$ cat src/rtl/core/fqs_pkg.sv
package fqs_pkg;

  localparam int DEPTH_DEF      = 16;
  localparam int DATA_WIDTH_DEF = 32;
  localparam int VALUE_W        = 32;
  localparam int STATUS_W       = 3;
  localparam int POS_W          = 5;
  localparam int MAX_HITS       = 16;
  localparam int HITS_W         = $clog2(MAX_HITS + 1);

  typedef enum logic [1:0] {
    CMD_ENQ    = 2'd0,
    CMD_DEQ    = 2'd1,
    CMD_PEEK   = 2'd2,
    CMD_SEARCH = 2'd3
  } cmd_t;

  typedef enum logic [STATUS_W-1:0] {
    STS_OK       = 3'd0,
    STS_EMPTY    = 3'd1,
    STS_FULL     = 3'd2,
    STS_NOTFOUND = 3'd3,
    STS_FOUND    = 3'd4
  } status_t;

  // per-cell control: load wins over shift
  typedef struct packed {
    logic shift;
    logic load;
  } cell_ctl_t;

endpackage

$ cat src/rtl/core/fqs_if.sv
interface fqs_in_if;
  import fqs_pkg::*;

  logic                      valid;
  logic                      ready;
  cmd_t                      command;
  logic signed [VALUE_W-1:0] value;

  modport source (output valid, output command, output value, input ready);
  modport sink   (input valid, input command, input value, output ready);
endinterface

interface fqs_out_if;
  import fqs_pkg::*;

  logic                      valid;
  logic                      ready;
  status_t                   status;
  logic signed [VALUE_W-1:0] data_out;
  logic [POS_W-1:0]          position;
  logic                      last;

  modport source (output valid, output status, output data_out, output position,
                  output last, input ready);
  modport sink   (input valid, input status, input data_out, input position,
                  input last, output ready);
endinterface

$ cat src/rtl/core/fifo_queue_with_search.sv
// Queue held in a row of DEPTH cells; cell 0 is the head except while a search rotates.
// Enqueue, dequeue, peek: ST_EXEC registers the result once the output is free.
// Search: the row rotates one cell per cycle, held while a hit waits on a busy
// output, until all DEPTH cells have been compared in cell 0; ST_FLUSH then sends the last beat.
// One item at a time; the next input beat is taken once the previous one is done.
// rst_n (sync, active low) empties the queue; cell contents are not cleared.
module fifo_queue_with_search #(
  parameter int DEPTH      = fqs_pkg::DEPTH_DEF,
  parameter int DATA_WIDTH = fqs_pkg::DATA_WIDTH_DEF
) (
  input logic       clk,
  input logic       rst_n,
  fqs_in_if.sink    in_if,
  fqs_out_if.source out_if
);
  import fqs_pkg::*;

  localparam int AW = $clog2(DEPTH);
  localparam int CW = $clog2(DEPTH + 1);

  typedef enum logic [3:0] {
    ST_IDLE   = 4'b0001,
    ST_EXEC   = 4'b0010,
    ST_SEARCH = 4'b0100,
    ST_FLUSH  = 4'b1000
  } state_t;

  state_t                state_r, state_nxt;
  logic [CW-1:0]         cnt_r, cnt_nxt;
  cmd_t                  cmd_r;
  logic [DATA_WIDTH-1:0] key_r;
  logic [AW-1:0]         step_r, step_nxt;
  logic [AW:0]           step_inc;
  logic [HITS_W-1:0]     hits_r, hits_nxt;
  logic                  pend_valid_r, pend_valid_nxt;
  logic [POS_W-1:0]      pend_pos_r, pend_pos_nxt;

  logic                      out_valid_r, out_valid_nxt;
  status_t                   out_status_r, out_status_nxt;
  logic signed [VALUE_W-1:0] out_data_r, out_data_nxt;
  logic [POS_W-1:0]          out_pos_r, out_pos_nxt;
  logic                      out_last_r, out_last_nxt;

  logic                  in_beat;
  logic                  out_free;
  logic                  full;
  logic                  hit;
  logic                  rot;
  logic                  load_en;
  logic [DATA_WIDTH-1:0] cell_q [DEPTH];

  // ---------------------------------------------------------------- cell row
  for (genvar i = 0; i < DEPTH; i++) begin : g_cell
    cell_ctl_t ctl;
    assign ctl.shift = rot;
    assign ctl.load  = load_en && (cnt_r == CW'(i));

    fqs_cell #(.DATA_WIDTH(DATA_WIDTH)) u_cell (
      .clk       (clk),
      .ctl       (ctl),
      .shift_in  (cell_q[(i + 1) % DEPTH]),
      .load_data (key_r),
      .q         (cell_q[i])
    );
  end

  // ---------------------------------------------------------------- control
  assign in_if.ready = (state_r == ST_IDLE);
  assign in_beat     = in_if.valid && in_if.ready;
  assign out_free    = !out_valid_r || out_if.ready;
  assign full        = (cnt_r == CW'(DEPTH));
  assign step_inc    = {1'b0, step_r} + 1'b1;

  // only occupied slots count; hits past the cap are ignored
  assign hit = (state_r == ST_SEARCH) && (CW'(step_r) < cnt_r) &&
               (cell_q[0] == key_r) && (hits_r < HITS_W'(MAX_HITS));

  always_comb begin
    state_nxt      = state_r;
    cnt_nxt        = cnt_r;
    step_nxt       = step_r;
    hits_nxt       = hits_r;
    pend_valid_nxt = pend_valid_r;
    pend_pos_nxt   = pend_pos_r;
    rot            = 1'b0;
    load_en        = 1'b0;

    out_valid_nxt  = out_valid_r && !out_if.ready;
    out_status_nxt = out_status_r;
    out_data_nxt   = out_data_r;
    out_pos_nxt    = out_pos_r;
    out_last_nxt   = out_last_r;

    unique case (state_r)
      ST_IDLE: begin
        if (in_beat) begin
          step_nxt       = '0;
          hits_nxt       = '0;
          pend_valid_nxt = 1'b0;
          state_nxt      = (in_if.command == CMD_SEARCH) ? ST_SEARCH : ST_EXEC;
        end
      end

      ST_EXEC: begin
        if (out_free) begin
          out_valid_nxt = 1'b1;
          out_data_nxt  = '0;
          out_pos_nxt   = '0;
          out_last_nxt  = 1'b1;
          state_nxt     = ST_IDLE;
          if (cmd_r == CMD_ENQ) begin
            if (full) begin
              out_status_nxt = STS_FULL;
            end else begin
              out_status_nxt = STS_OK;
              load_en        = 1'b1;
              cnt_nxt        = cnt_r + 1'b1;
            end
          end else if (cnt_r == '0) begin
            out_status_nxt = STS_EMPTY;
          end else begin
            out_status_nxt = STS_OK;
            out_data_nxt   = VALUE_W'(signed'(cell_q[0]));
            if (cmd_r == CMD_DEQ) begin
              // old head rotates to the unused end of the row
              rot     = 1'b1;
              cnt_nxt = cnt_r - 1'b1;
            end
          end
        end
      end

      ST_SEARCH: begin
        // a hit pushes out the held one; it waits if the output is busy
        if (hit && pend_valid_r && out_free) begin
          out_valid_nxt  = 1'b1;
          out_status_nxt = STS_FOUND;
          out_data_nxt   = '0;
          out_pos_nxt    = pend_pos_r;
          out_last_nxt   = 1'b0;
        end
        if (!(hit && pend_valid_r && !out_free)) begin
          rot      = 1'b1;
          step_nxt = step_inc[AW-1:0];
          if (hit) begin
            pend_valid_nxt = 1'b1;
            pend_pos_nxt   = POS_W'(step_inc);
            hits_nxt       = hits_r + 1'b1;
          end
          if (step_r == AW'(DEPTH - 1)) begin
            state_nxt = ST_FLUSH;
          end
        end
      end

      ST_FLUSH: begin
        if (out_free) begin
          out_valid_nxt  = 1'b1;
          out_status_nxt = pend_valid_r ? STS_FOUND : STS_NOTFOUND;
          out_data_nxt   = '0;
          out_pos_nxt    = pend_valid_r ? pend_pos_r : '0;
          out_last_nxt   = 1'b1;
          state_nxt      = ST_IDLE;
        end
      end

      default: begin
        state_nxt = ST_IDLE;
      end
    endcase
  end

  always_ff @(posedge clk) begin
    if (!rst_n) begin
      state_r      <= ST_IDLE;
      cnt_r        <= '0;
      step_r       <= '0;
      hits_r       <= '0;
      pend_valid_r <= 1'b0;
      out_valid_r  <= 1'b0;
    end else begin
      state_r      <= state_nxt;
      cnt_r        <= cnt_nxt;
      step_r       <= step_nxt;
      hits_r       <= hits_nxt;
      pend_valid_r <= pend_valid_nxt;
      out_valid_r  <= out_valid_nxt;
    end
  end

  always_ff @(posedge clk) begin
    if (in_beat) begin
      cmd_r <= in_if.command;
      key_r <= DATA_WIDTH'(in_if.value);
    end
    pend_pos_r   <= pend_pos_nxt;
    out_status_r <= out_status_nxt;
    out_data_r   <= out_data_nxt;
    out_pos_r    <= out_pos_nxt;
    out_last_r   <= out_last_nxt;
  end

  assign out_if.valid    = out_valid_r;
  assign out_if.status   = out_status_r;
  assign out_if.data_out = out_data_r;
  assign out_if.position = out_pos_r;
  assign out_if.last     = out_last_r;

`ifndef NO_ASSERTIONS
  a_enq_grows: assert property (@(posedge clk) disable iff (!rst_n)
    (state_r == ST_EXEC && out_free && cmd_r == CMD_ENQ && !full)
      |=> cnt_r == $past(cnt_r) + 1'b1)
    else $error("enqueue did not grow occupancy");

  a_search_keeps_cnt: assert property (@(posedge clk) disable iff (!rst_n)
    (state_r == ST_SEARCH) |=> cnt_r == $past(cnt_r))
    else $error("occupancy changed during search");

  a_hold_on_stall: assert property (@(posedge clk) disable iff (!rst_n)
    (hit && pend_valid_r && !out_free) |=> $stable(step_r) && $stable(pend_pos_r))
    else $error("search advanced while a hit was blocked");

  a_hits_cap: assert property (@(posedge clk) disable iff (!rst_n)
    (state_r == ST_SEARCH && hits_r == HITS_W'(MAX_HITS)) |-> !hit)
    else $error("hit reported beyond the cap");
`endif

endmodule

$ cat src/rtl/core/fqs_cell.sv
module fqs_cell #(
  parameter int DATA_WIDTH = fqs_pkg::DATA_WIDTH_DEF
) (
  input  logic                  clk,
  input  fqs_pkg::cell_ctl_t    ctl,
  input  logic [DATA_WIDTH-1:0] shift_in,
  input  logic [DATA_WIDTH-1:0] load_data,
  output logic [DATA_WIDTH-1:0] q
);
  import fqs_pkg::*;

  logic [DATA_WIDTH-1:0] data_r;

  always_ff @(posedge clk) begin
    priority if (ctl.load) begin
      data_r <= load_data;
    end else if (ctl.shift) begin
      data_r <= shift_in;
    end else begin
      data_r <= data_r;
    end
  end

  assign q = data_r;

endmodule
$ cat src/flat_wrapper.sv
// flat-port wrapper written by rule: the top's interface ports become plain ports
module fifo_queue_with_search_flat import fqs_pkg::*;
#(
  parameter int DEPTH      = fqs_pkg::DEPTH_DEF,
  parameter int DATA_WIDTH = fqs_pkg::DATA_WIDTH_DEF
)
  (clk, rst_n, in_if_valid, in_if_command, in_if_value, in_if_ready, out_if_valid, out_if_status, out_if_data_out, out_if_position, out_if_last, out_if_ready);
  fqs_in_if in_if_i ();
  fqs_out_if out_if_i ();
  input logic clk;
  input logic rst_n;
  input wire logic [$bits(in_if_i.valid)-1:0] in_if_valid;
  input wire logic [$bits(in_if_i.command)-1:0] in_if_command;
  input wire logic [$bits(in_if_i.value)-1:0] in_if_value;
  output wire logic [$bits(in_if_i.ready)-1:0] in_if_ready;
  output wire logic [$bits(out_if_i.valid)-1:0] out_if_valid;
  output wire logic [$bits(out_if_i.status)-1:0] out_if_status;
  output wire logic [$bits(out_if_i.data_out)-1:0] out_if_data_out;
  output wire logic [$bits(out_if_i.position)-1:0] out_if_position;
  output wire logic [$bits(out_if_i.last)-1:0] out_if_last;
  input wire logic [$bits(out_if_i.ready)-1:0] out_if_ready;
  assign in_if_i.valid = in_if_valid;
  assign in_if_i.command = in_if_command;
  assign in_if_i.value = in_if_value;
  assign in_if_ready = in_if_i.ready;
  assign out_if_valid = out_if_i.valid;
  assign out_if_status = out_if_i.status;
  assign out_if_data_out = out_if_i.data_out;
  assign out_if_position = out_if_i.position;
  assign out_if_last = out_if_i.last;
  assign out_if_i.ready = out_if_ready;
  fifo_queue_with_search #(.DEPTH(DEPTH), .DATA_WIDTH(DATA_WIDTH)) u_core (.clk(clk), .rst_n(rst_n), .in_if(in_if_i), .out_if(out_if_i));
endmodule
$ cat config.mk
export PLATFORM = sky130hd
export DESIGN_NAME = fifo_queue_with_search_flat
export DESIGN_NICKNAME = d
export VERILOG_FILES = /design/src/rtl/core/fqs_pkg.sv /design/src/rtl/core/fqs_if.sv /design/src/rtl/core/fifo_queue_with_search.sv /design/src/rtl/core/fqs_cell.sv /design/src/flat_wrapper.sv
export SDC_FILE = /design/constraint.sdc
export NUM_CORES = 1
export LEC_CHECK = 0
export ABC_AREA = 1
export BUFFER_PORTS_ARGS = -buffer_cell sky130_fd_sc_hd__buf_2
export CORE_ASPECT_RATIO = 2
export CORE_MARGIN = 2
export CORE_UTILIZATION = 55
export CTS_BUF_LIST = sky130_fd_sc_hd__clkbuf_2 sky130_fd_sc_hd__clkbuf_4 sky130_fd_sc_hd__clkbuf_8
export DETAILED_ROUTE_END_ITERATION = 6
export HOLD_SLACK_MARGIN = 0.03
export PLACE_DENSITY = 0.68
export SETUP_SLACK_MARGIN = 0.15
export SKIP_LAST_GASP = 1
export SLEW_MARGIN = 20
export SYNTH_ARGS = -nofsm -noshare
export SYNTH_HDL_FRONTEND = slang
export SYNTH_HIERARCHICAL = 1
export SYNTH_SLANG_ARGS = --single-unit
export TNS_END_PERCENT = 50
$ cat constraint.sdc
create_clock -name clk -period 3.8 [get_ports clk]
set_input_delay 0.38 -clock clk [delete_from_list [all_inputs] [get_ports clk]]
set_output_delay 0.38 -clock clk [all_outputs]
set_load 0.05 [all_outputs]
; ---- Yosys cells after proc, flatten, opt, wreduce, memory -nomap -nowiden
; Index checks and enable logic that the tools add are counted.
[totals]
register_bits = 612
latchBits = 0
ram_bits = 0
rom_bits = 0
inputBits = 38
mem_count = 0
[op_classes]
addsub = 4
mul = 0
div = 0
order_cmp = 2
eq_ne = 34
shift = 0
n_mux = 88
n_bitwise = 1
reduce_logical = 58
[ops]
columns = cell, n
row1 = two-way mux 32 bit, 37
row2 = one-hot mux 32 bit (3 select lines), 1
row3 = two-way mux 5 bit, 11
row4 = "equality test 5 x 4 -> 1 bit, second input constant", 8
row5 = nonzero test 2 bit, 19
row6 = equality test 32 bit, 1
row7 = logical AND 1 bit, 24
row8 = two-way mux 4 bit, 6
row9 = "equality test 5 x 3 -> 1 bit, second input constant", 4
row10 = two-way mux 3 bit, 6
row11 = two-way mux 1 bit, 17
row12 = one-hot mux 5 bit (3 select lines), 1
row13 = "inequality test 2 bit, second input constant", 6
row14 = one-hot mux 4 bit (3 select lines), 1
row15 = AND reduction 4 bit, 3
row16 = "adder 5 x 1 -> 5 bit, second input constant", 2
row17 = "equality test 5 x 2 -> 1 bit, second input constant", 2
row18 = one-hot mux 5 bit (2 select lines), 1
row19 = one-hot mux 3 bit (3 select lines), 1
row20 = AND reduction 3 bit, 3
row21 = "equality test 4 bit, second input constant", 2
row22 = "inequality test 2 x 1 -> 1 bit, second input constant", 4
row23 = one-hot mux 1 bit (2 select lines), 4
row24 = one-hot mux 4 bit (2 select lines), 1
row25 = 20 further kinds, 22

; ---- Logic depth before layout (Yosys ltp)
; Gate-level depths: netlist of run 1.
[logic_depth]
depth_word = 10
ltp_mapped = 14
mapped_depth_nobuf = 14

; ---- Modules after synthesis
; Netlist of run 1, hierarchy kept.
[modules_own_cells]
columns = mod, instances, cells_each, area_per_inst_um2, seq_area_each_um2
row1 = fqs_cell, 16, 137, 1401.3, 960.9
row2 = fifo_queue_with_search, 1, 502, 4714.5, 2802.7

; ---- Least setup slack after synthesis of run 1
; No wires, ideal clock.
[synth_timing]
path_type = flip-flop to flip-flop
start = register u_core.state_r[2]
end = register u_core.cmd_r[0] (enable)
setup_time_ns = 0.425
t_arrival_ns = 3.375
required_ns = 3.375
setup_slack_ns = -0.001
path_stages_with_launch = 6
path_buffers = 0
period_less_slack_ns = 3.801
path_cell_list = dfxtp_1 -> nor2_1 -> inv_1 -> nor3_1 -> inv_1 -> nor2_1
[synth_via]
elab_chain_cells = 2
[synth_lines]
columns = item, line
row1 = "start, declared", fifo_queue_with_search.sv:28  ; state_t state_r, state_nxt;
row2 = "start signal, assigned", fifo_queue_with_search.sv:182  ; state_r <= state_nxt;
row3 = equality test 4 x 1 -> 1 bit, fifo_queue_with_search.sv:68  ; assign in_if.ready = (state_r == ST_IDLE);
row4 = via in_if_ready, flat_wrapper.sv:15  ; output wire logic [$bits(in_if_i.ready)-1:0] in_if_ready;
row5 = logical AND 1 bit, fifo_queue_with_search.sv:69  ; assign in_beat = in_if.valid && in_if.ready;
row6 = via u_core.in_beat, fifo_queue_with_search.sv:44  ; logic in_beat;
row7 = "end signal, assigned", fifo_queue_with_search.sv:193  ; cmd_r <= in_if.command;
row8 = "end, declared", fifo_queue_with_search.sv:30  ; cmd_t cmd_r;
; The timed path passes the listed nets, and every way through them passes these cells.
; A chain may end at the register's enable or synchronous reset.

==> results of run 1 <==
[layout make-up]
class	count	area, um^2	area share, %
Clock inverter	50	337	1.13
Antenna cell	2	5.00	0.0168
Inverter	107	442	1.48
Tap cell	643	805	2.69
Sequential cell	612	18200	60.9
Clock buffer	103	1330	4.45
Multi-Input combinational cell	1857	7480	25.0
Timing Repair Buffer	186	1290	4.33
[logic make-up (layout without fill, tap and decap cells)]
kind of cell / after synthesis / in the layout / synth area share (%)
buf+inv: 225 / 446 / 5.69
fa+ha+maj: 11 / 11 / 0.507
compound gates: 43 / 43 / 0.936
flops: 612 / 612 / 67.0
xor+xnor: 18 / 18 / 0.581
simple gates: 1785 / 1785 / 25.3
other cells: 0 / 2 / 0
[worst min-delay path by stage]
stage | slack [ns] | from | to
after floorplan | 0.46 | u_core/step_r[3] | u_core/step_r[3]
final | 0.07 | rst_n | u_core/step_r[0]
after global placement | 0.47 | u_core/hits_r[1] | u_core/hits_r[1]
after CTS | 0.05 | rst_n | u_core/state_r[1]
after detailed placement | 0.49 | u_core/hits_r[1] | u_core/hits_r[1]
after global routing | 0.07 | rst_n | u_core/state_r[1]
[critical path, delay by kind of cell, from the launching register on]
kind | cells | cell delay, ns
simple gates | 10 | 1.88
flops | 1 | 0.49
buf+inv | 2 | 0.35
compound gates | 1 | 0.08
[metrics by stage]
step                hold WS, ns  instances
finish                   0.0738       3560
floorplan                 0.458       2694
detailed placement        0.486       3371
CTS                      0.0450       3558
global placement          0.474       3371
global route             0.0670       3559
[repair_timing]
action                                 4_1_cts  5_1_grt
endpoints found under the hold margin       34        0
resized for setup                            0        0
hold buffers                                34        0
[per-layer routing]
metal	wire, um	vias up	part of all wire (%)	track usage (%)
met4	6560	0	8.5	22.0
met2	37200	1006	48	49.5
met3	6120	234	8.0	5.09
met5	0	-	0	0
met1	26900	8908	35	35.0
li1	-	8960	-	-
[power groups by stage]
stage | registers, W | clock network (W) | logic (W)
floorplan | 0.00894 | 0 | 0.000961
global placement | 0.00870 | 0 | 0.00247
detailed placement | 0.00869 | 0 | 0.00249
CTS | 0.00856 | 0.00516 | 0.00252
global route | 0.00860 | 0.00542 | 0.00270
finish | 0.00857 | 0.00509 | 0.00257
[flip-flops by register name, indices dropped and copies added (netlist names)]
signal	count
u_core/out_if.data_out	32
u_core/cmd_r	2
u_core/out_if.valid	1
u_core/out_if.last	1
u_core/pend_valid_r	1
u_core/hits_r	5
u_core/step_r	4
u_core/out_if.status	3
u_core/key_r	32
u_core/g_cell.u_cell/q	512
u_core/pend_pos_r	5
u_core/out_if.position	5
u_core/cnt_r	5
u_core/state_r	4
[synthesized netlist by cell type, drive strengths merged, types with 3 or more instances]
master / instances / share of area (%)
nand2: 1641 / 23
xnor2: 14 / 0.45
edfxtp: 592 / 66
or2: 16 / 0.37
nor3: 7 / 0.13
dfxtp: 20 / 1.5
nor4: 4 / 0.092
o21ai: 15 / 0.29
xor2: 4 / 0.13
inv: 107 / 1.6
nand4: 3 / 0.12
ha: 11 / 0.51
o22ai: 4 / 0.092
nand3: 18 / 0.42
o2111ai: 4 / 0.13
clkbuf: 6 / 0.083
buf: 112 / 4.0
a21oi: 17 / 0.34
nor2: 96 / 1.4
==> metrics.csv, run 1 <==
stage,metric,value,unit
min_path,min_path_cells,3,
timing,worst_pin_slew,0.989,ns
detailed_routing,drt_first_pass_iters,5,
critical_path,endpoint_kind,flip-flop,
power_and_ir_drop,pwr-share-clk,31.4,%
floorplan,rows,115,
clock_network,cts_setup_buffers,0,
clock_network,cts_tree,done,
grt,first_global_vias,18200,
timing,fin_worst_skew,0.0461,ns
timing,maxSlewHeadroom,33.9,%
yosys,synth.distinct_cells,33,
critical_path,critPathArrivalTime,3.47,ns
timing,setup-violations-final,0,
critical_path,r2r_cells,13,
yosys,seq_area_frac_synth,67.0,%
detailed_routing,viasPerCell,5.37,
yosys,ys_warn_count,6,
power_and_ir_drop,p_per_area,543,nW/um^2
yosys,synth_edf_count,592,
timing,finalCritPeriodShare,84.7,%
power_and_ir_drop,switching_share,29.9,%
grt,grt_pass1_wl,112000,um
floorplan,fp.dieW,161,um
run_status,status,completed,
grt,grt-ovfl-total,0,
power_and_ir_drop,p_leak,12.7,nW
clock_network,path_clk_slew,0.07,ns
clock_network,cts_sinks,612,
timing,rsz0062_at_grt,false,
yosys,ys_ff_latch,612,
clock_network,clk_latency,0.66,ns
grt,grtUsageTotal,29.9,%
critical_path,path_max_fanout,32,
timing,period_minus_slack,3.22,ns
clock_network,cts_max_path_buffers,3,
floorplan,dieHeight,318,um
clock_network,cts_made_buffers,84,
place,place.gp.congestion,0.942,
detailed_routing,vias,19100,
power_and_ir_drop,finalPower,0.0162,W
grt,antenna_found_initial,2,
detailed_routing,wl,76800,um
yosys,syn-cell-area,27100,um^2
yosys,ys.flop_type,edfxtp_1,
layout,final_area,29900,um^2
timing,max_freq,311,MHz
power_and_ir_drop,intPower,0.0114,W
timing,setup_tns,0,ns
layout,drive_gt1_share,12.0,%
detailed_routing,wl_per_cell,21.6,um
clock_network,htree_num_levels,3,
layout,postLayoutCoreUtil,61.1,%
floorplan,start_util,55.5,%
power_and_ir_drop,pwr-share-comb,15.8,%
critical_path,path_cells,inv_1 -> nand2_1 -> nand2_1 -> nor2_1 -> nand2_1 -> nor2_1 -> nand2_2 -> nor2_4 -> nand4_4 -> nand2_1 -> o21ai_1 -> buf_4 -> or2_2,
timing,timing.final.ws_setup,0.582,ns
floorplan,coreArea,48900,um^2
critical_path,worstReg2RegEnd,u_core/g_cell[3].u_cell/q[18],
detailed_routing,dr.first_iter.drc_count,1904,
critical_path,crit_end,u_core/g_cell[3].u_cell/q[18],
critical_path,crit_path_start,u_core/g_cell[0].u_cell/q[15],
power_and_ir_drop,pwr-share-seq,52.8,%
floorplan,dieArea,51200,um^2
layout,nNetsFinal,2897,
yosys,async_flop_share,0,%
place,dpl_cell_area,27900,um^2
critical_path,critical_path_class,flip-flop to flip-flop,
layout,synthToLayoutAreaGrowth,10.1,%
critical_path,required,4.05,ns
critical_path,r2r_start,u_core/g_cell[0].u_cell/q[15],
yosys,synthCells,2694,
min_path,holdCritPathClass,primary input to flip-flop,
critical_path,slowest_delay,0.62,ns
critical_path,rrSetupSlack,0.58,ns
flow_run,cap_violations,0,
place,portBuffers,80,
timing,finalMaxSlewViolations,0,
yosys,synth_fp_nets,2743,
critical_path,crit_top_cell,nand2_1,
grt,grt_max_degree,36,
detailed_routing,drc,0,
critical_path,cp-start-kind,flip-flop,
power_and_ir_drop,switchingPower,0.00484,W
clock_network,clock-root-buffer,clkbuf_8,
place,dp_hpwl,50300,um
layout,final_cell_mix,"nand2_1, edfxtp_1, clkbuf_8, inv_1, buf_2",
critical_path,slowest_stage,or2_2,
timing,hold_violations,0,
yosys,avgSynthCellArea,10.1,um^2
power_and_ir_drop,ir_worst_vdd,0.487,mV
layout,nFillCells,4073,
place,post-place-ws,0.626,ns
floorplan,ios,81,
detailed_routing,ant_nets,0,
layout,layout_commonest_cell,nand2_1,
No activity file was read; power rests on OpenSTA's default activity.
==> inputs of run 2 (changes only) <==
- PLACE_DENSITY: 0.68 -> 0.71
- clock period: 3.8 -> 2.8 ns (I/O delays scaled with it)
==> metrics.csv, run 2 (synthesis gave the netlist of run 1 again) <==
stage,metric,value,unit,change
run_status,status,completed,,
critical_path,slowest_delay,0.47,ns,-0.15 ns
layout,nNetsFinal,2972,,+2.6%
timing,worst_pin_slew,0.626,ns,-0.363 ns
critical_path,worstReg2RegEnd,u_core/g_cell[12].u_cell/q[16],,
flow_run,cap_violations,0,,unchanged
critical_path,worst-path-buf-inv,3,,+1
detailed_routing,dr.first_iter.drc_count,2227,,+17%
critical_path,slowest_stage,edfxtp_1,,
timing,rsz0062_at_grt,true,,
floorplan,start_util,55.5,%,unchanged
critical_path,crit_top_cell,nand2_1,,
grt,grt_max_degree,42,,+17%
timing,period_minus_slack,2.57,ns,-0.646 ns
layout,final_cell_mix,"nand2_1, edfxtp_1, buf_4",,
detailed_routing,drc,0,,unchanged
timing,max_freq,389,MHz,+25%
place,dp_hpwl,52100,um,+3.7%
critical_path,r2r_cells,14,,+1
layout,largest_reg_flops,512,,unchanged
detailed_routing,vias,19600,,+2.6%
grt,grt_util_met1,35.7,%,+0.66 points
critical_path,path_cells,inv_1 -> nand2_1 -> nand2_1 -> nor2_1 -> nand2_1 -> nor2_2 -> nand2_2 -> nor2_4 -> nand4_4 -> nand2_4 -> o21ai_4 -> clkbuf_16 -> or2_4 -> clkbuf_16,,
floorplan,coreArea,48900,um^2,unchanged
layout,layout_commonest_cell,nand2_1,,
critical_path,rrSetupSlack,0.23,ns,-0.35 ns
grt,first_global_vias,19300,,+6.0%
floorplan,rows,115,,unchanged
floorplan,fp.dieW,161,um,unchanged
critical_path,path_depth,14,,+1
clock_network,cts_made_buffers,85,,+1.2%
detailed_routing,wl_per_cell,21.8,um,+1.1%
grt,grt-ovfl-total,0,,unchanged
floorplan,ios,81,,unchanged
grt,grt_pass1_wl,114000,um,+2.5%
grt,antenna_found_initial,3,,+1
critical_path,path_delay_family,simple AND/OR/NAND/NOR gates,,
critical_path,r2r_start,u_core/g_cell[0].u_cell/q[14],,
timing,setup-violations-final,0,,unchanged
place,portBuffers,80,,unchanged
layout,nFillCells,3899,,-4.3%
critical_path,path_max_fanout,16,,-50%
detailed_routing,ant_nets,0,,unchanged
detailed_routing,wl,79300,um,+3.2%
timing,hold_violations,0,,unchanged
clock_network,clk_latency,0.69,ns,+0.03 ns
grt,use_met2,50.7,%,+1.3 points
timing,fin_worst_skew,0.0376,ns,-0.00847 ns
detailed_routing,viasPerCell,5.39,,+0.49%
clock_network,htree_num_levels,3,,unchanged
grt,grt_use_met3,5.54,%,+0.44 points
min_path,holdCritPathClass,primary input to flip-flop,,
timing,finalCritPeriodShare,91.9,%,+7.2 points
clock_network,clock-root-buffer,clkbuf_8,,
detailed_routing,drt_first_pass_iters,6,,+1
critical_path,required,3.22,ns,-0.83 ns
clock_network,cts_tree,done,,
power_and_ir_drop,finalPower,0.0231,W,+42%
power_and_ir_drop,p_per_area,741,nW/um^2,+36%
floorplan,dieHeight,318,um,unchanged
critical_path,cp-start-kind,flip-flop,,
min_path,min_path_cells,5,,+2
critical_path,endpoint_kind,flip-flop,,
floorplan,dieArea,51200,um^2,unchanged
critical_path,critical_path_class,flip-flop to flip-flop,,
timing,finalMaxSlewViolations,0,,unchanged
place,place.gp.congestion,0.933,,-0.97%
clock_network,cts_max_path_buffers,3,,unchanged
min_path,holdCritStartpoint,out_if_ready,,
clock_network,path_clk_slew,0.08,ns,about the same
grt,busiest_layer,met2,,
timing,setup_tns,0,ns,unchanged
power_and_ir_drop,ir_worst_vdd,0.727,mV,+49%
critical_path,critPathArrivalTime,2.99,ns,-0.48 ns
layout,synthToLayoutAreaGrowth,14.8,%,
layout,drive_gt1_share,14.9,%,+2.9 points
min_path,hold_end,u_core/state_r[3],,
clock_network,cts_sinks,612,,unchanged
grt,grtUsageTotal,30.5,%,+0.61 points
power_and_ir_drop,p_leak,13.3,nW,+4.7%
timing,maxSlewHeadroom,58.0,%,+24 points
-- run 2: worst max path at each step --
| stage | startpoint | to | slack, ns |
|---|---|---|---|
| finish | u_core/g_cell[0].u_cell/q[14] | u_core/g_cell[12].u_cell/q[16] | 0.23 |
| global route | u_core/cnt_r[1] | u_core/g_cell[0].u_cell/q[25] | 0.13 |
| CTS | u_core/key_r[17] | u_core/g_cell[14].u_cell/q[28] | 0.16 |
| detailed placement | u_core/cnt_r[3] | u_core/g_cell[4].u_cell/q[28] | 0.15 |
| global placement | u_core/cnt_r[2] | u_core/g_cell[4].u_cell/q[20] | 0.13 |
| floorplan | u_core/cnt_r[2] | u_core/g_cell[0].u_cell/q[0] | 0.06 |
-- run 2: repair_timing --
item | in CTS | in global routing
gates resized for setup | 2 | 31
buffers inserted | 0 | 6
setup endpoints to repair | 395 | 842
endpoints found under the hold margin | 43 | 0
hold buffers | 35 | 0
cloned | 0 | 13
pin swaps | 0 | 2
-- run 2: final cells by class --
class                   instances  area (um^2)  share of cell area (%)
well taps                     643          805                    2.58
clock inverters                51          483                    1.55
flip-flops and latches        612        18200                    58.4
repair buffers                260         2320                    7.44
clock buffers                 104         1340                    4.29
inverters                     107          442                    1.42
diodes                          2         5.00                  0.0161
multi-input cells            1857         7580                    24.3
-- run 2: routing by layer --
metal | share of wire [%] | wire [um]
met1 | 34 | 27200
met3 | 8.8 | 7020
met5 | 0 | 0
met4 | 8.0 | 6370
met2 | 49 | 38700
-- run 2: metrics by stage --
step	utilization [%]	cell area [um^2]	hold slack (ns)	setup slack [ns]	std cells
finish	63.7	31200	0.0991	0.228	3636
global route	63.7	31200	0.0907	0.130	3635
CTS	62.8	30700	0.0655	0.160	3615
detailed placement	58.3	28500	0.458	0.150	3425
global placement	58.3	28500	0.457	0.131	3425
floorplan	-	27200	0.379	0.0643	2694
-- run 2: report_power, final --
| part | switching [W] | internal, W |
|---|---|---|
| Combinational | 0.00299 | 0.00104 |
| Clock | 0.00353 | 0.00395 |
| Sequential | 0.000404 | 0.0112 |
-- run 2: worst reg2reg max path: stages (launching register included) --
cell,delay (ns)
edfxtp_1,0.47
inv_1,0.09
nand2_1,0.06
nand2_1,0.14
nor2_1,0.12
nand2_1,0.09
nor2_2,0.14
nand2_2,0.07
nor2_4,0.11
nand4_4,0.10
nand2_4,0.11
o21ai_4,0.09
clkbuf_16,0.22
or2_4,0.28
clkbuf_16,0.19
